**src/hdl/mxkd_pkg.sv**
```systemverilog
// Package for the modular exponentiation key derivation block.
// Holds word widths, register indexes, reset values and the sequencer state type.
// Depends on nothing; every other file imports it.
`timescale 1ns / 1ps

package mxkd_pkg;

    localparam int WORD_W = 32;
    localparam int CFG_IDX_W = 1;

    // Configuration register indexes.
    localparam logic [CFG_IDX_W-1:0] CFG_MODULUS   = 1'b0;
    localparam logic [CFG_IDX_W-1:0] CFG_GENERATOR = 1'b1;

    // Register values after reset.
    localparam logic [WORD_W-1:0] MODULUS_RESET   = 32'd2147483645;
    localparam logic [WORD_W-1:0] GENERATOR_RESET = 32'd2147483647;

    // Operation codes carried by an input beat.
    localparam logic OP_GENERATOR = 1'b0;
    localparam logic OP_PEER      = 1'b1;

    // Steps of one modular multiply: one multiplier bit per cycle.
    localparam int MUL_STEPS = WORD_W;
    localparam int STEP_W    = $clog2(MUL_STEPS);

    typedef enum logic [5:0] {
        S_IDLE = 6'b000001,
        S_RED  = 6'b000010,
        S_NEXT = 6'b000100,
        S_MUL  = 6'b001000,
        S_SQR  = 6'b010000,
        S_DONE = 6'b100000
    } t_state;

endpackage

```
**src/hdl/mxkd_in_if.sv**
```systemverilog
// Input channel of the key derivation block: operation, peer value and exponent.
// Depends on mxkd_pkg for the word width.
`timescale 1ns / 1ps

interface mxkd_in_if
    import mxkd_pkg::*;
();
    logic              valid;
    logic              ready;
    logic              operation;
    logic [WORD_W-1:0] peer_value;
    logic [WORD_W-1:0] exponent;

    modport source (output valid, output operation, output peer_value, output exponent,
                    input ready);
    modport sink   (input valid, input operation, input peer_value, input exponent,
                    output ready);
endinterface

```
**src/hdl/mxkd_out_if.sv**
```systemverilog
// Output channel of the key derivation block: the derived key value.
// Depends on mxkd_pkg for the word width.
`timescale 1ns / 1ps

interface mxkd_out_if
    import mxkd_pkg::*;
();
    logic              valid;
    logic              ready;
    logic [WORD_W-1:0] key_value;

    modport source (output valid, output key_value, input ready);
    modport sink   (input valid, input key_value, output ready);
endinterface

```
**src/hdl/modular_exponentiation_key_derive_top.sv**
```systemverilog
// Top level of the modular exponentiation key derivation block.
// Depends on mxkd_pkg, mxkd_in_if and mxkd_out_if.
`timescale 1ns / 1ps

// Usage
// Each input beat carries an operation, a peer value and an exponent. Operation zero
// raises the configured generator to the exponent, operation one raises the peer
// value; the result beat carries base ^ exponent mod modulus. A modulus of zero or
// one gives a result of zero without any arithmetic. The modulus and generator are
// written through the plain write port (index 0 and index 1); there is no read-back.
// The user must write them only while idle; the block itself does not enforce this.
// Arithmetic: one shared modular multiplier does all the work, one multiplier bit per
// cycle, and each later multiply is set up in the dispatch state. An item costs a
// reduction of the base, one squaring per exponent bit except the last, and one
// multiply per set exponent bit. The input is ready again once the result is loaded
// into the output register.
// Flow: one item at a time; the input is ready only while the sequencer idles.
// A finished result sits in the output register, so a new item can be taken while
// the receiver stalls; the following result then waits in its final state until the
// output register is empty or being read.
// Reset clears the sequencer and the output valid, and restores the register values.
module modular_exponentiation_key_derive_top
    import mxkd_pkg::*;
#(
    parameter int EXP_BITS = 32
) (
    input  logic                 i_clk,
    input  logic                 i_rst_n,
    input  logic                 i_cfg_we,
    input  logic [CFG_IDX_W-1:0] i_cfg_index,
    input  logic [WORD_W-1:0]    i_cfg_data,
    mxkd_in_if.sink              i_in,
    mxkd_out_if.source           o_out
);

    localparam int LEFT_W = $clog2(EXP_BITS + 1);

    t_state              r_state;
    logic [WORD_W-1:0]   r_mod;
    logic [WORD_W-1:0]   r_gen;
    logic [WORD_W-1:0]   r_acc;
    logic [WORD_W-1:0]   r_sq;
    logic [EXP_BITS-1:0] r_exp;
    logic [LEFT_W-1:0]   r_left;
    logic                r_mul_done;
    logic [WORD_W-1:0]   r_a;
    logic [WORD_W-1:0]   r_b;
    logic [WORD_W-1:0]   r_r;
    logic [STEP_W-1:0]   r_cnt;
    logic                r_out_valid;
    logic [WORD_W-1:0]   r_out_data;

    logic                in_accept;
    logic                out_free;
    logic                step_last;
    logic [WORD_W-1:0]   base;
    logic [WORD_W+1:0]   mul_sum;
    logic [WORD_W+2:0]   mul_sub1;
    logic [WORD_W+2:0]   mul_sub2;
    logic [WORD_W-1:0]   n_r;

    assign i_in.ready      = (r_state == S_IDLE);
    assign in_accept       = i_in.valid && i_in.ready;
    assign o_out.valid     = r_out_valid;
    assign o_out.key_value = r_out_data;
    assign out_free        = !r_out_valid || o_out.ready;
    assign step_last       = (r_cnt == STEP_W'(MUL_STEPS - 1));
    assign base            = (i_in.operation == OP_PEER) ? i_in.peer_value : r_gen;

    // Shared multiplier step: r = 2r + (bit ? a : 0), then reduced. With r and a both
    // below the modulus the sum stays below three times it, so subtracting either
    // once or twice the modulus, chosen in parallel, brings it back into range.
    always_comb begin
        mul_sum  = {1'b0, r_r, 1'b0} + (r_b[WORD_W-1] ? {2'b00, r_a} : '0);
        mul_sub1 = {1'b0, mul_sum} - {3'b000, r_mod};
        mul_sub2 = {1'b0, mul_sum} - {2'b00, r_mod, 1'b0};
        if (!mul_sub2[WORD_W+2]) begin
            n_r = mul_sub2[WORD_W-1:0];
        end else if (!mul_sub1[WORD_W+2]) begin
            n_r = mul_sub1[WORD_W-1:0];
        end else begin
            n_r = mul_sum[WORD_W-1:0];
        end
    end

    always_ff @(posedge i_clk) begin
        if (!i_rst_n) begin
            r_state     <= S_IDLE;
            r_mod       <= MODULUS_RESET;
            r_gen       <= GENERATOR_RESET;
            r_out_valid <= 1'b0;
            r_mul_done  <= 1'b0;
        end else begin
            if (i_cfg_we) begin
                unique case (i_cfg_index)
                    CFG_MODULUS:   r_mod <= i_cfg_data;
                    CFG_GENERATOR: r_gen <= i_cfg_data;
                    default: ;
                endcase
            end

            // A waiting result reloads the output register itself in the same cycle.
            if (r_out_valid && o_out.ready && r_state != S_DONE) begin
                r_out_valid <= 1'b0;
            end

            // The multiplier runs whenever the sequencer sits in a multiply state.
            if (r_state == S_RED || r_state == S_MUL || r_state == S_SQR) begin
                r_r   <= n_r;
                r_b   <= r_b << 1;
                r_cnt <= r_cnt + STEP_W'(1);
            end

            unique case (r_state)
                S_IDLE: begin
                    if (in_accept) begin
                        r_exp      <= i_in.exponent[EXP_BITS-1:0];
                        r_left     <= LEFT_W'(EXP_BITS);
                        r_mul_done <= 1'b0;
                        if (r_mod <= WORD_W'(1)) begin
                            // Every residue modulo zero or one is taken as zero.
                            r_acc   <= '0;
                            r_state <= S_DONE;
                        end else begin
                            // Reduce the base as 1 * base mod m.
                            r_acc   <= WORD_W'(1);
                            r_a     <= WORD_W'(1);
                            r_b     <= base;
                            r_r     <= '0;
                            r_cnt   <= '0;
                            r_state <= S_RED;
                        end
                    end
                end
                S_RED: begin
                    if (step_last) begin
                        r_sq    <= n_r;
                        r_state <= S_NEXT;
                    end
                end
                S_NEXT: begin
                    r_r   <= '0;
                    r_cnt <= '0;
                    if (r_exp[0] && !r_mul_done) begin
                        r_a     <= r_acc;
                        r_b     <= r_sq;
                        r_state <= S_MUL;
                    end else if (r_left == LEFT_W'(1)) begin
                        // The square after the top exponent bit is never used.
                        r_state <= S_DONE;
                    end else begin
                        r_a     <= r_sq;
                        r_b     <= r_sq;
                        r_state <= S_SQR;
                    end
                end
                S_MUL: begin
                    if (step_last) begin
                        r_acc      <= n_r;
                        r_mul_done <= 1'b1;
                        r_state    <= S_NEXT;
                    end
                end
                S_SQR: begin
                    if (step_last) begin
                        r_sq       <= n_r;
                        r_exp      <= r_exp >> 1;
                        r_left     <= r_left - LEFT_W'(1);
                        r_mul_done <= 1'b0;
                        r_state    <= S_NEXT;
                    end
                end
                S_DONE: begin
                    if (out_free) begin
                        r_out_data  <= r_acc;
                        r_out_valid <= 1'b1;
                        r_state     <= S_IDLE;
                    end
                end
                default: r_state <= S_IDLE;
            endcase
        end
    end

    // A delivered key is a proper residue whenever the modulus is nonzero.
    a_key_reduced: assert property (@(posedge i_clk) disable iff (!i_rst_n)
        (r_out_valid && r_mod != '0) |-> (r_out_data < r_mod))
        else $error("key value not reduced below the modulus");

    // The partial remainder of the shared multiplier never leaves the residue range.
    a_rem_reduced: assert property (@(posedge i_clk) disable iff (!i_rst_n)
        (r_state == S_RED || r_state == S_MUL || r_state == S_SQR) |-> (r_r < r_mod))
        else $error("multiplier remainder out of range");

    // The accumulator fed to a multiply is already reduced.
    a_acc_reduced: assert property (@(posedge i_clk) disable iff (!i_rst_n)
        (r_state == S_MUL) |-> (r_a < r_mod))
        else $error("multiply operand not reduced");

    // An accepted beat always starts work, so no second beat can slip in.
    a_accept_busy: assert property (@(posedge i_clk) disable iff (!i_rst_n)
        in_accept |=> (r_state != S_IDLE))
        else $error("sequencer idle right after an accepted beat");

endmodule
```
**src/flat_wrapper.sv**
```systemverilog
// flat-port wrapper written by rule: the top's interface ports become plain ports
module modular_exponentiation_key_derive_top_flat import mxkd_pkg::*;
#(
    parameter int EXP_BITS = 32
)
  (i_clk, i_rst_n, i_cfg_we, i_cfg_index, i_cfg_data, i_in_valid, i_in_operation, i_in_peer_value, i_in_exponent, i_in_ready, o_out_valid, o_out_key_value, o_out_ready);
  mxkd_in_if i_in_i ();
  mxkd_out_if o_out_i ();
  input  logic i_clk;
  input  logic i_rst_n;
  input  logic i_cfg_we;
  input  logic [CFG_IDX_W-1:0] i_cfg_index;
  input  logic [WORD_W-1:0] i_cfg_data;
  input wire logic [$bits(i_in_i.valid)-1:0] i_in_valid;
  input wire logic [$bits(i_in_i.operation)-1:0] i_in_operation;
  input wire logic [$bits(i_in_i.peer_value)-1:0] i_in_peer_value;
  input wire logic [$bits(i_in_i.exponent)-1:0] i_in_exponent;
  output wire logic [$bits(i_in_i.ready)-1:0] i_in_ready;
  output wire logic [$bits(o_out_i.valid)-1:0] o_out_valid;
  output wire logic [$bits(o_out_i.key_value)-1:0] o_out_key_value;
  input wire logic [$bits(o_out_i.ready)-1:0] o_out_ready;
  assign i_in_i.valid = i_in_valid;
  assign i_in_i.operation = i_in_operation;
  assign i_in_i.peer_value = i_in_peer_value;
  assign i_in_i.exponent = i_in_exponent;
  assign i_in_ready = i_in_i.ready;
  assign o_out_valid = o_out_i.valid;
  assign o_out_key_value = o_out_i.key_value;
  assign o_out_i.ready = o_out_ready;
  modular_exponentiation_key_derive_top #(.EXP_BITS(EXP_BITS)) u_core (.i_clk(i_clk), .i_rst_n(i_rst_n), .i_cfg_we(i_cfg_we), .i_cfg_index(i_cfg_index), .i_cfg_data(i_cfg_data), .i_in(i_in_i), .o_out(o_out_i));
endmodule
```
**config.mk**
```make
export PLATFORM = sky130hd
export DESIGN_NAME = modular_exponentiation_key_derive_top_flat
export DESIGN_NICKNAME = d
export VERILOG_FILES = /design/src/hdl/mxkd_pkg.sv /design/src/hdl/mxkd_in_if.sv /design/src/hdl/mxkd_out_if.sv /design/src/hdl/modular_exponentiation_key_derive_top.sv /design/src/flat_wrapper.sv
export SDC_FILE = /design/constraint.sdc
export NUM_CORES = 1
export LEC_CHECK = 0
export BUFFER_PORTS_ARGS = -buffer_cell sky130_fd_sc_hd__buf_4
export CORE_ASPECT_RATIO = 0.9
export CORE_MARGIN = 2
export CORE_UTILIZATION = 50
export CTS_CLUSTER_SIZE = 40
export DETAILED_ROUTE_END_ITERATION = 12
export PLACE_DENSITY = 0.69
export SYNTH_ARGS = -nofsm -noshare
export SYNTH_HDL_FRONTEND = slang
export SYNTH_SLANG_ARGS = --single-unit
```
**constraint.sdc**
```tcl
create_clock -name i_clk -period 5.13 [get_ports i_clk]
set_clock_uncertainty 0.05 [all_clocks]
set_input_delay 0.513 -clock i_clk [delete_from_list [all_inputs] [get_ports i_clk]]
set_output_delay 0.513 -clock i_clk [all_outputs]
set_load 0.02 [all_outputs]
```
## Yosys cells after proc, flatten, opt, wreduce, memory -nomap -nowiden

Index checks and enable logic that the tools add are counted.

- Input port bits: 103
- Word-level logic and storage cells: 108
- Register bits: 307
- Output and inout port bits: 34

- Bitwise logic cells: 1
- Order comparisons: 1
- Reductions and logical operators: 24
- Add/sub/neg operators: 5
- Muxes and demuxes: 47
- Equality and inequality tests: 16

Operators by type and width:

| operator | count |
|---|---|
| 2-to-1 mux 32 bit | 20 |
| case mux 32 bit (2 select lines) | 5 |
| 2-to-1 mux 6 bit | 8 |
| subtractor 34 x 32 -> 35 bit | 1 |
| subtractor 34 x 33 -> 35 bit | 1 |
| adder 33 x 34 -> 34 bit | 1 |
| <= comparator 32 x 1 -> 1 bit, second input constant | 1 |
| case mux 6 bit (4 select lines) | 1 |
| 2-to-1 mux 5 bit | 3 |
| equality test 6 x 1 -> 1 bit, second input constant | 2 |
| case mux 6 bit (2 select lines) | 1 |
| AND reduction 4 bit | 3 |
| case mux 5 bit (2 select lines) | 1 |
| AND reduction 3 bit | 3 |
| inequality test 2 x 1 -> 1 bit, second input constant | 4 |
| 2-to-1 mux 1 bit | 7 |
| equality test 6 x 2 -> 1 bit, second input constant | 1 |
| equality test 6 x 3 -> 1 bit, second input constant | 1 |
| equality test 6 x 4 -> 1 bit, second input constant | 1 |
| equality test 6 x 5 -> 1 bit, second input constant | 1 |
| equality test 6 bit, second input constant | 1 |
| inequality test 6 bit, second input constant | 1 |
| nonzero test 2 bit | 3 |
| subtractor 6 x 1 -> 6 bit, second input constant | 1 |
| 14 further kinds | 22 |

## Logic depth before layout (Yosys ltp)

- Depth in word-level cells: 9
- Mapped depth: 25
- Gate-level depth less buffers: 22

## Least setup slack after synthesis

OpenSTA, ideal clock, no wires.

- Path kind: register to register
- Start point: register u_core.r_b[31]
- End point: register u_core.r_r[22], data pin
- Clock period less this slack: 5,203 ps
- Cell stages (with the launch flop): 23
- Path buffers: 3
- Required time: 4,810 ps
- Slack: -73 ps
- Library setup time: 270 ps
- Arrival: 4,882 ps
- Cell sequence: edfxtp_1 clkbuf_1 and2_1 ha_1 a21oi_1 o21ai_0 a21o_1 a21oi_1 nand2_1 a21o_1 a21oi_1 xnor2_1 ha_1 and3_1 nand2_1 or3_1 o311a_1 a21o_1 and2_1 clkbuf_1 clkbuf_1 a311oi_1 a21oi_1

- Longest elaborated chain between the ends: 9
- Elaborated cells on any way between the ends: 10
- Those cells by class: 3 x add/sub; 7 x mux

RTL lines:

| element | line | text |
|---|---|---|
| from (decl) | modular_exponentiation_key_derive_top.sv:47 | `logic [WORD_W-1:0] r_b;` |
| from (signal assigned) | modular_exponentiation_key_derive_top.sv:110 | `r_b <= r_b << 1;` |
| from (signal assigned) | modular_exponentiation_key_derive_top.sv:128 | `r_b <= base;` |
| from (signal assigned) | modular_exponentiation_key_derive_top.sv:146 | `r_b <= r_sq;` |
| 2-to-1 mux 32 bit * | modular_exponentiation_key_derive_top.sv:74 | `mul_sum = {1'b0, r_r, 1'b0} + (r_b[WORD_W-1] ? {2'b00, r_a} : '0);` |
| adder 33 x 34 -> 34 bit * | modular_exponentiation_key_derive_top.sv:74 |  |
| subtractor 34 x 32 -> 35 bit | modular_exponentiation_key_derive_top.sv:75 | `mul_sub1 = {1'b0, mul_sum} - {3'b000, r_mod};` |
| 2-to-1 mux 32 bit | modular_exponentiation_key_derive_top.sv:79 | `end else if (!mul_sub1[WORD_W+2]) begin` |
| 2-to-1 mux 32 bit * | modular_exponentiation_key_derive_top.sv:77 | `if (!mul_sub2[WORD_W+2]) begin` |
| 2-to-1 mux 32 bit * | modular_exponentiation_key_derive_top.sv:108 | `if (r_state == S_RED \|\| r_state == S_MUL \|\| r_state == S_SQR) begin` |
| 2-to-1 mux 32 bit | modular_exponentiation_key_derive_top.sv:120 | `if (r_mod <= WORD_W'(1)) begin` |
| 2-to-1 mux 32 bit | modular_exponentiation_key_derive_top.sv:116 | `if (in_accept) begin` |
| case mux 32 bit (2 select lines) * | modular_exponentiation_key_derive_top.sv:114 | `unique case (r_state)` |
| to (signal assigned) | modular_exponentiation_key_derive_top.sv:109 | `r_r <= n_r;` |
| to (decl) | modular_exponentiation_key_derive_top.sv:48 | `logic [WORD_W-1:0] r_r;` |

Mark *: on every way between the ends. The rest lies on a longest branch, timed or not.
A chain may end at the register's enable or synchronous reset.

## Worst setup path after layout

- Start point: register u_core.r_b[31]
- End point: register u_core.r_acc[5], data pin

- Longest elaborated chain between the ends: 7
- Elaborated cells on any way between the ends: 8
- Those cells by class: 3 x add/sub; 5 x mux

RTL lines:

| element | line | text |
|---|---|---|
| 2-to-1 mux 32 bit * | modular_exponentiation_key_derive_top.sv:74 |  |
| adder 33 x 34 -> 34 bit * | modular_exponentiation_key_derive_top.sv:74 |  |
| subtractor 34 x 32 -> 35 bit | modular_exponentiation_key_derive_top.sv:75 |  |
| 2-to-1 mux 32 bit | modular_exponentiation_key_derive_top.sv:79 |  |
| 2-to-1 mux 32 bit * | modular_exponentiation_key_derive_top.sv:77 |  |
| via u_core.n_r[5] | modular_exponentiation_key_derive_top.sv:60 | `logic [WORD_W-1:0] n_r;` |
| 2-to-1 mux 32 bit * | modular_exponentiation_key_derive_top.sv:158 | `if (step_last) begin` |
| case mux 32 bit (2 select lines) * | modular_exponentiation_key_derive_top.sv:114 |  |
| to (signal assigned) | modular_exponentiation_key_derive_top.sv:159 | `r_acc <= n_r;` |
| to (decl) | modular_exponentiation_key_derive_top.sv:41 | `logic [WORD_W-1:0] r_acc;` |

The timed path passes the listed nets; every way through them passes the cells marked *. The select of a mux whose other input is x is not followed.

==> results.md <==
Status
* outcome: complete, but fails checks
* failing checks: setup timing

Logic synthesis
* Avg Inst Size Synth: 9.65 sq um
* combinational family with the most area after synthesis: compound AO/OA/AOI/OAI gates
* number of synthesized flops with an enable pin: 235
* fraction of registers with async set or reset after synthesis: 0%
* simple-gate share of the synthesized area: 16.0%
* number of register bits inferred by synthesis: 307
* fraction of the mapped netlist area in compound gates: 16.9%
* syn_nets: 2145
* Synth Area in XOR/XNOR: 3.84%
* area of the mapped netlist: 18700 sq um
* gate count of the mapped netlist: 1940
* most used flip-flop cell after synthesis: sky130_fd_sc_hd__edfxtp_1
* post-synthesis sequential area ratio: 45.4%
* number of distinct standard cells referenced by the synthesized netlist: 68
* Yosys warning count: 0
* proportion of synthesized area in mux cells: 7.02%
* adder-cell share of the synthesized area: 6.94%

Detailed routing
* total DRC errors in the routed layout: 0
* Via-to-Cell Ratio: 6.03
* number of routed nets with antenna violations: 0
* DRT Wirelength: 63.8 mm
* first-pass iteration count of the detailed router: 6
* wire per inst: 22.3 um
* DR iter-0 viols: 1626
* number of vias in the routed layout: 17200

Worst setup path
* start of the worst register-to-register path: u_core.r_b[31]
* classification of the worst setup path: reg -> reg
* reg2reg setup slack: -0.38 ns
* required time of the worst setup path: 5.38 ns
* category of the worst setup path launch point: register
* capture instance of the worst register-to-register path: u_core.r_acc[5]
* worst-path maximum fanout: 8
* number of cell instances on the worst register-to-register path: 25
* CP startpoint: u_core.r_b[31]
* endpoint class of the critical path: register
* worst setup path endpoint: u_core.r_acc[5]
* Arr. time, crit path: 5.76 ns

Timing
* period utilization: 107%
* post-layout worst setup margin: -0.383 ns
* number of hold-slack violations in the final timing report: 0
* Pins Over Slew Limit: 0
* RSZ-0062 raised after global routing: yes
* minimum clock period after layout: 5.51 ns
* Max-Slew Margin vs Limit: 26.5%
* final number of setup-violating endpoints: 96
* maximum frequency from static timing analysis: 0.181 GHz
* actual slew at the worst max-slew pin: 1.10 ns

Place
* global placer's final weighted congestion: 0.958
* worst slack at placement: -0.825 ns
* total placed cells including tap cells: 2745
* dpl cell area: 22200 sq um
* HPWL after detailed placement: 44.2 mm
* count of input and output buffers: 136

Final layout
* ratio of cells with drive above 1 in the final layout: 33.2%
* Final #Nets: 2555
* final instance area: 25300 sq um
* count of inserted antenna diode cells: 0
* most used cells in the layout excluding fill and tap cells: 423 x sky130_fd_sc_hd__buf_4, 279 x sky130_fd_sc_hd__nand2_1, 235 x sky130_fd_sc_hd__edfxtp_1, 120 x sky130_fd_sc_hd__a21oi_1, 108 x sky130_fd_sc_hd__nor2_1
* Layout Cells excl Fill: 2858
* most common cell after layout, fill and taps aside: sky130_fd_sc_hd__buf_4
* share of the core filled with cells: 68.2%
* growth of design area from synthesis to finish: 35.1%

Global routing
* antenna violations before repair: 0
* global-route total usage across every layer: 31.1%
* largest net degree at the start of global routing: 71
* first-pass GRT wire length: 94.3 mm
* total gr overflow: 0
* via count of the first global-routing pass: 16700

Power
* power density of the placed cells: 422 nW/um^2
* worst IR drop on VDD: 0.292 mV
* leakage component of the power: 10.5 nW

CTS
* TritonCTS clock tree: yes
* root cell of the clock tree: sky130_fd_sc_hd__clkbuf_16
* Clock transition at path regs: 0.06 ns
* Skew-Pair Late Insertion Delay: 0.54 ns
* maximum buffer depth of the clock tree: 3
* Sinks on Clock Net: 307
* Num CTS Buffers: 34
* CTS H-tree lvls: 2

Floorplanning
* die height: 188 um
* Initial Utilization: 50.5%
* Die Width: 208 um
* std cell rows: 67
* Die Outline Area: 39000 sq um
* io pins: 137
* Core ar.: 37100 sq um

Worst hold path
* worst min-delay path category: in -> reg

Job
* maxcap violations: 0

## flip-flops by register name, indices dropped and copies added (netlist names)
register,flops
u_core.r_exp,32
u_core.r_b,32
u_core.r_sq,32
u_core.r_mul_done,1
u_core.r_left,6
u_core.r_r,32
u_core.o_out.key_value,32
u_core.r_mod,32
u_core.r_acc,32
u_core.r_state,6
u_core.r_a,32
u_core.o_out.valid,1
u_core.r_cnt,5
u_core.r_gen,32
## cell families (layout without fill, tap and decap cells)
| group | count (synthesis) | after routing |
|---|---|---|
| DFF | 307 | 307 |
| adders and majority gates | 102 | 102 |
| and+or+nand+nor | 662 | 663 |
| xor gates and xnor gates | 82 | 82 |
| muxes | 120 | 120 |
| AOI/OAI and AO/OA | 487 | 487 |
| buffers and inverters | 180 | 614 |
## critical path, cell delays in order (launching register included)
cell and delay (ns):
sky130_fd_sc_hd__edfxtp_1 0.41, sky130_fd_sc_hd__buf_6 0.16, sky130_fd_sc_hd__buf_6 0.13, sky130_fd_sc_hd__buf_6 0.11
sky130_fd_sc_hd__and2_4 0.14, sky130_fd_sc_hd__ha_4 0.23, sky130_fd_sc_hd__a21oi_4 0.17, sky130_fd_sc_hd__nand2_2 0.08
sky130_fd_sc_hd__o21ai_0 0.17, sky130_fd_sc_hd__nand2_1 0.09, sky130_fd_sc_hd__a21o_1 0.18, sky130_fd_sc_hd__a21oi_1 0.19
sky130_fd_sc_hd__xnor2_1 0.24, sky130_fd_sc_hd__ha_1 0.32, sky130_fd_sc_hd__a211oi_1 0.28, sky130_fd_sc_hd__nand2_1 0.12
sky130_fd_sc_hd__a31oi_2 0.35, sky130_fd_sc_hd__a2111oi_4 0.14, sky130_fd_sc_hd__nor2_2 0.21, sky130_fd_sc_hd__o22ai_4 0.11
sky130_fd_sc_hd__buf_6 0.13, sky130_fd_sc_hd__or3_4 0.42, sky130_fd_sc_hd__buf_12 0.17, sky130_fd_sc_hd__mux2i_1 0.31
sky130_fd_sc_hd__a21oi_2 0.14, sky130_fd_sc_hd__and2_1 0.18
## how the worst min path moves through the flow
stage,start,end,slack (ns),depth (start not counted)
after floorplan,u_core.r_acc[0],u_core.o_out.key_value[0],0.38,0
after global placement,u_core.r_acc[21],u_core.o_out.key_value[21],0.38,0
after detailed placement,u_core.r_acc[9],u_core.o_out.key_value[9],0.39,0
after CTS,i_cfg_data[6],u_core.r_gen[6],0.14,3
after global routing,i_cfg_data[2],u_core.r_gen[2],0.15,3
final,i_cfg_data[6],u_core.r_gen[6],0.15,3
## routing by layer
metal	vias to the layer above	wire length (um)	global-route usage (%)
li1	7915	-	-
met1	8354	25200	39.8
met2	788	30900	52.9
met3	170	4500	3.89
met4	0	3140	14.3
met5	-	0	0
## what timing repair did
item / in CTS / in global routing
pin swaps: 55 / 67
setup endpoints to repair: 96 / 96
gates resized for setup: 169 / 168
hold buffers: 0 / 0
endpoints found under the hold margin: 0 / 0
buffers inserted: 27 / 31
cloned: 4 / 1
## cell type report
| cell class | count | area, sq um |
|---|---|---|
| Clock buffer | 42 | 902 |
| Multi-Input combinational cell | 1454 | 11000 |
| Sequential cell | 307 | 8500 |
| Fill cell | 2811 | 11800 |
| Inverter | 83 | 317 |
| Tap cell | 483 | 604 |
| Timing Repair Buffer | 470 | 3780 |
| Clock inverter | 19 | 144 |
## cells in the mapped netlist, drive strengths merged (4+ instances only)
master | count | area (sq um)
nand2 | 292 | 1100
edfxtp | 235 | 7060
a21oi | 158 | 795
nor2 | 124 | 465
ha | 99 | 1240
inv | 82 | 308
o21ai | 81 | 405
clkbuf | 76 | 285
mux2i | 75 | 788
dfxtp | 72 | 1440
nand3 | 71 | 355
xnor2 | 51 | 447
and2 | 45 | 282
mux2 | 45 | 526
o211ai | 44 | 330
a21o | 38 | 285
o221ai | 33 | 289
xor2 | 31 | 272
nor3 | 29 | 145
nand2b | 23 | 144
a31oi | 21 | 131
buf | 21 | 119
o21a | 18 | 135
a211oi | 15 | 118
nand4 | 14 | 87.6
nor2b | 14 | 87.6
nor4 | 11 | 68.8
o31ai | 10 | 75.1
and3 | 8 | 50.1
o21bai | 8 | 60.1
or2 | 8 | 50.1
a31o | 7 | 61.3
or3 | 7 | 43.8
a2111oi | 6 | 58.8
nor3b | 6 | 45.0
a211o | 5 | 43.8
a311oi | 5 | 43.8
o22ai | 5 | 31.3
a311o | 4 | 40.0
o2111ai | 4 | 35.0
o211a | 4 | 40.0
## power by group
group | leakage, nW | internal, mW | switching [mW] | total [mW]
sequential | 2.82 | 2.97 | 0.117 | 3.09
clock | 0.511 | 1.32 | 1.05 | 2.37
combinational | 7.17 | 2.43 | 2.80 | 5.23
## metrics by stage
step	setup TNS, ns	total power [mW]	hold WS [ns]
floorplan	0	5.46	0.376
global placement	-46.58	7.14	0.383
detailed placement	-57.21	7.21	0.386
CTS	-6.62	10.1	0.135
global route	-39.08	11.1	0.152
finish	-25.51	10.7	0.148
Note: power is estimated with default switching activity, not from simulation.
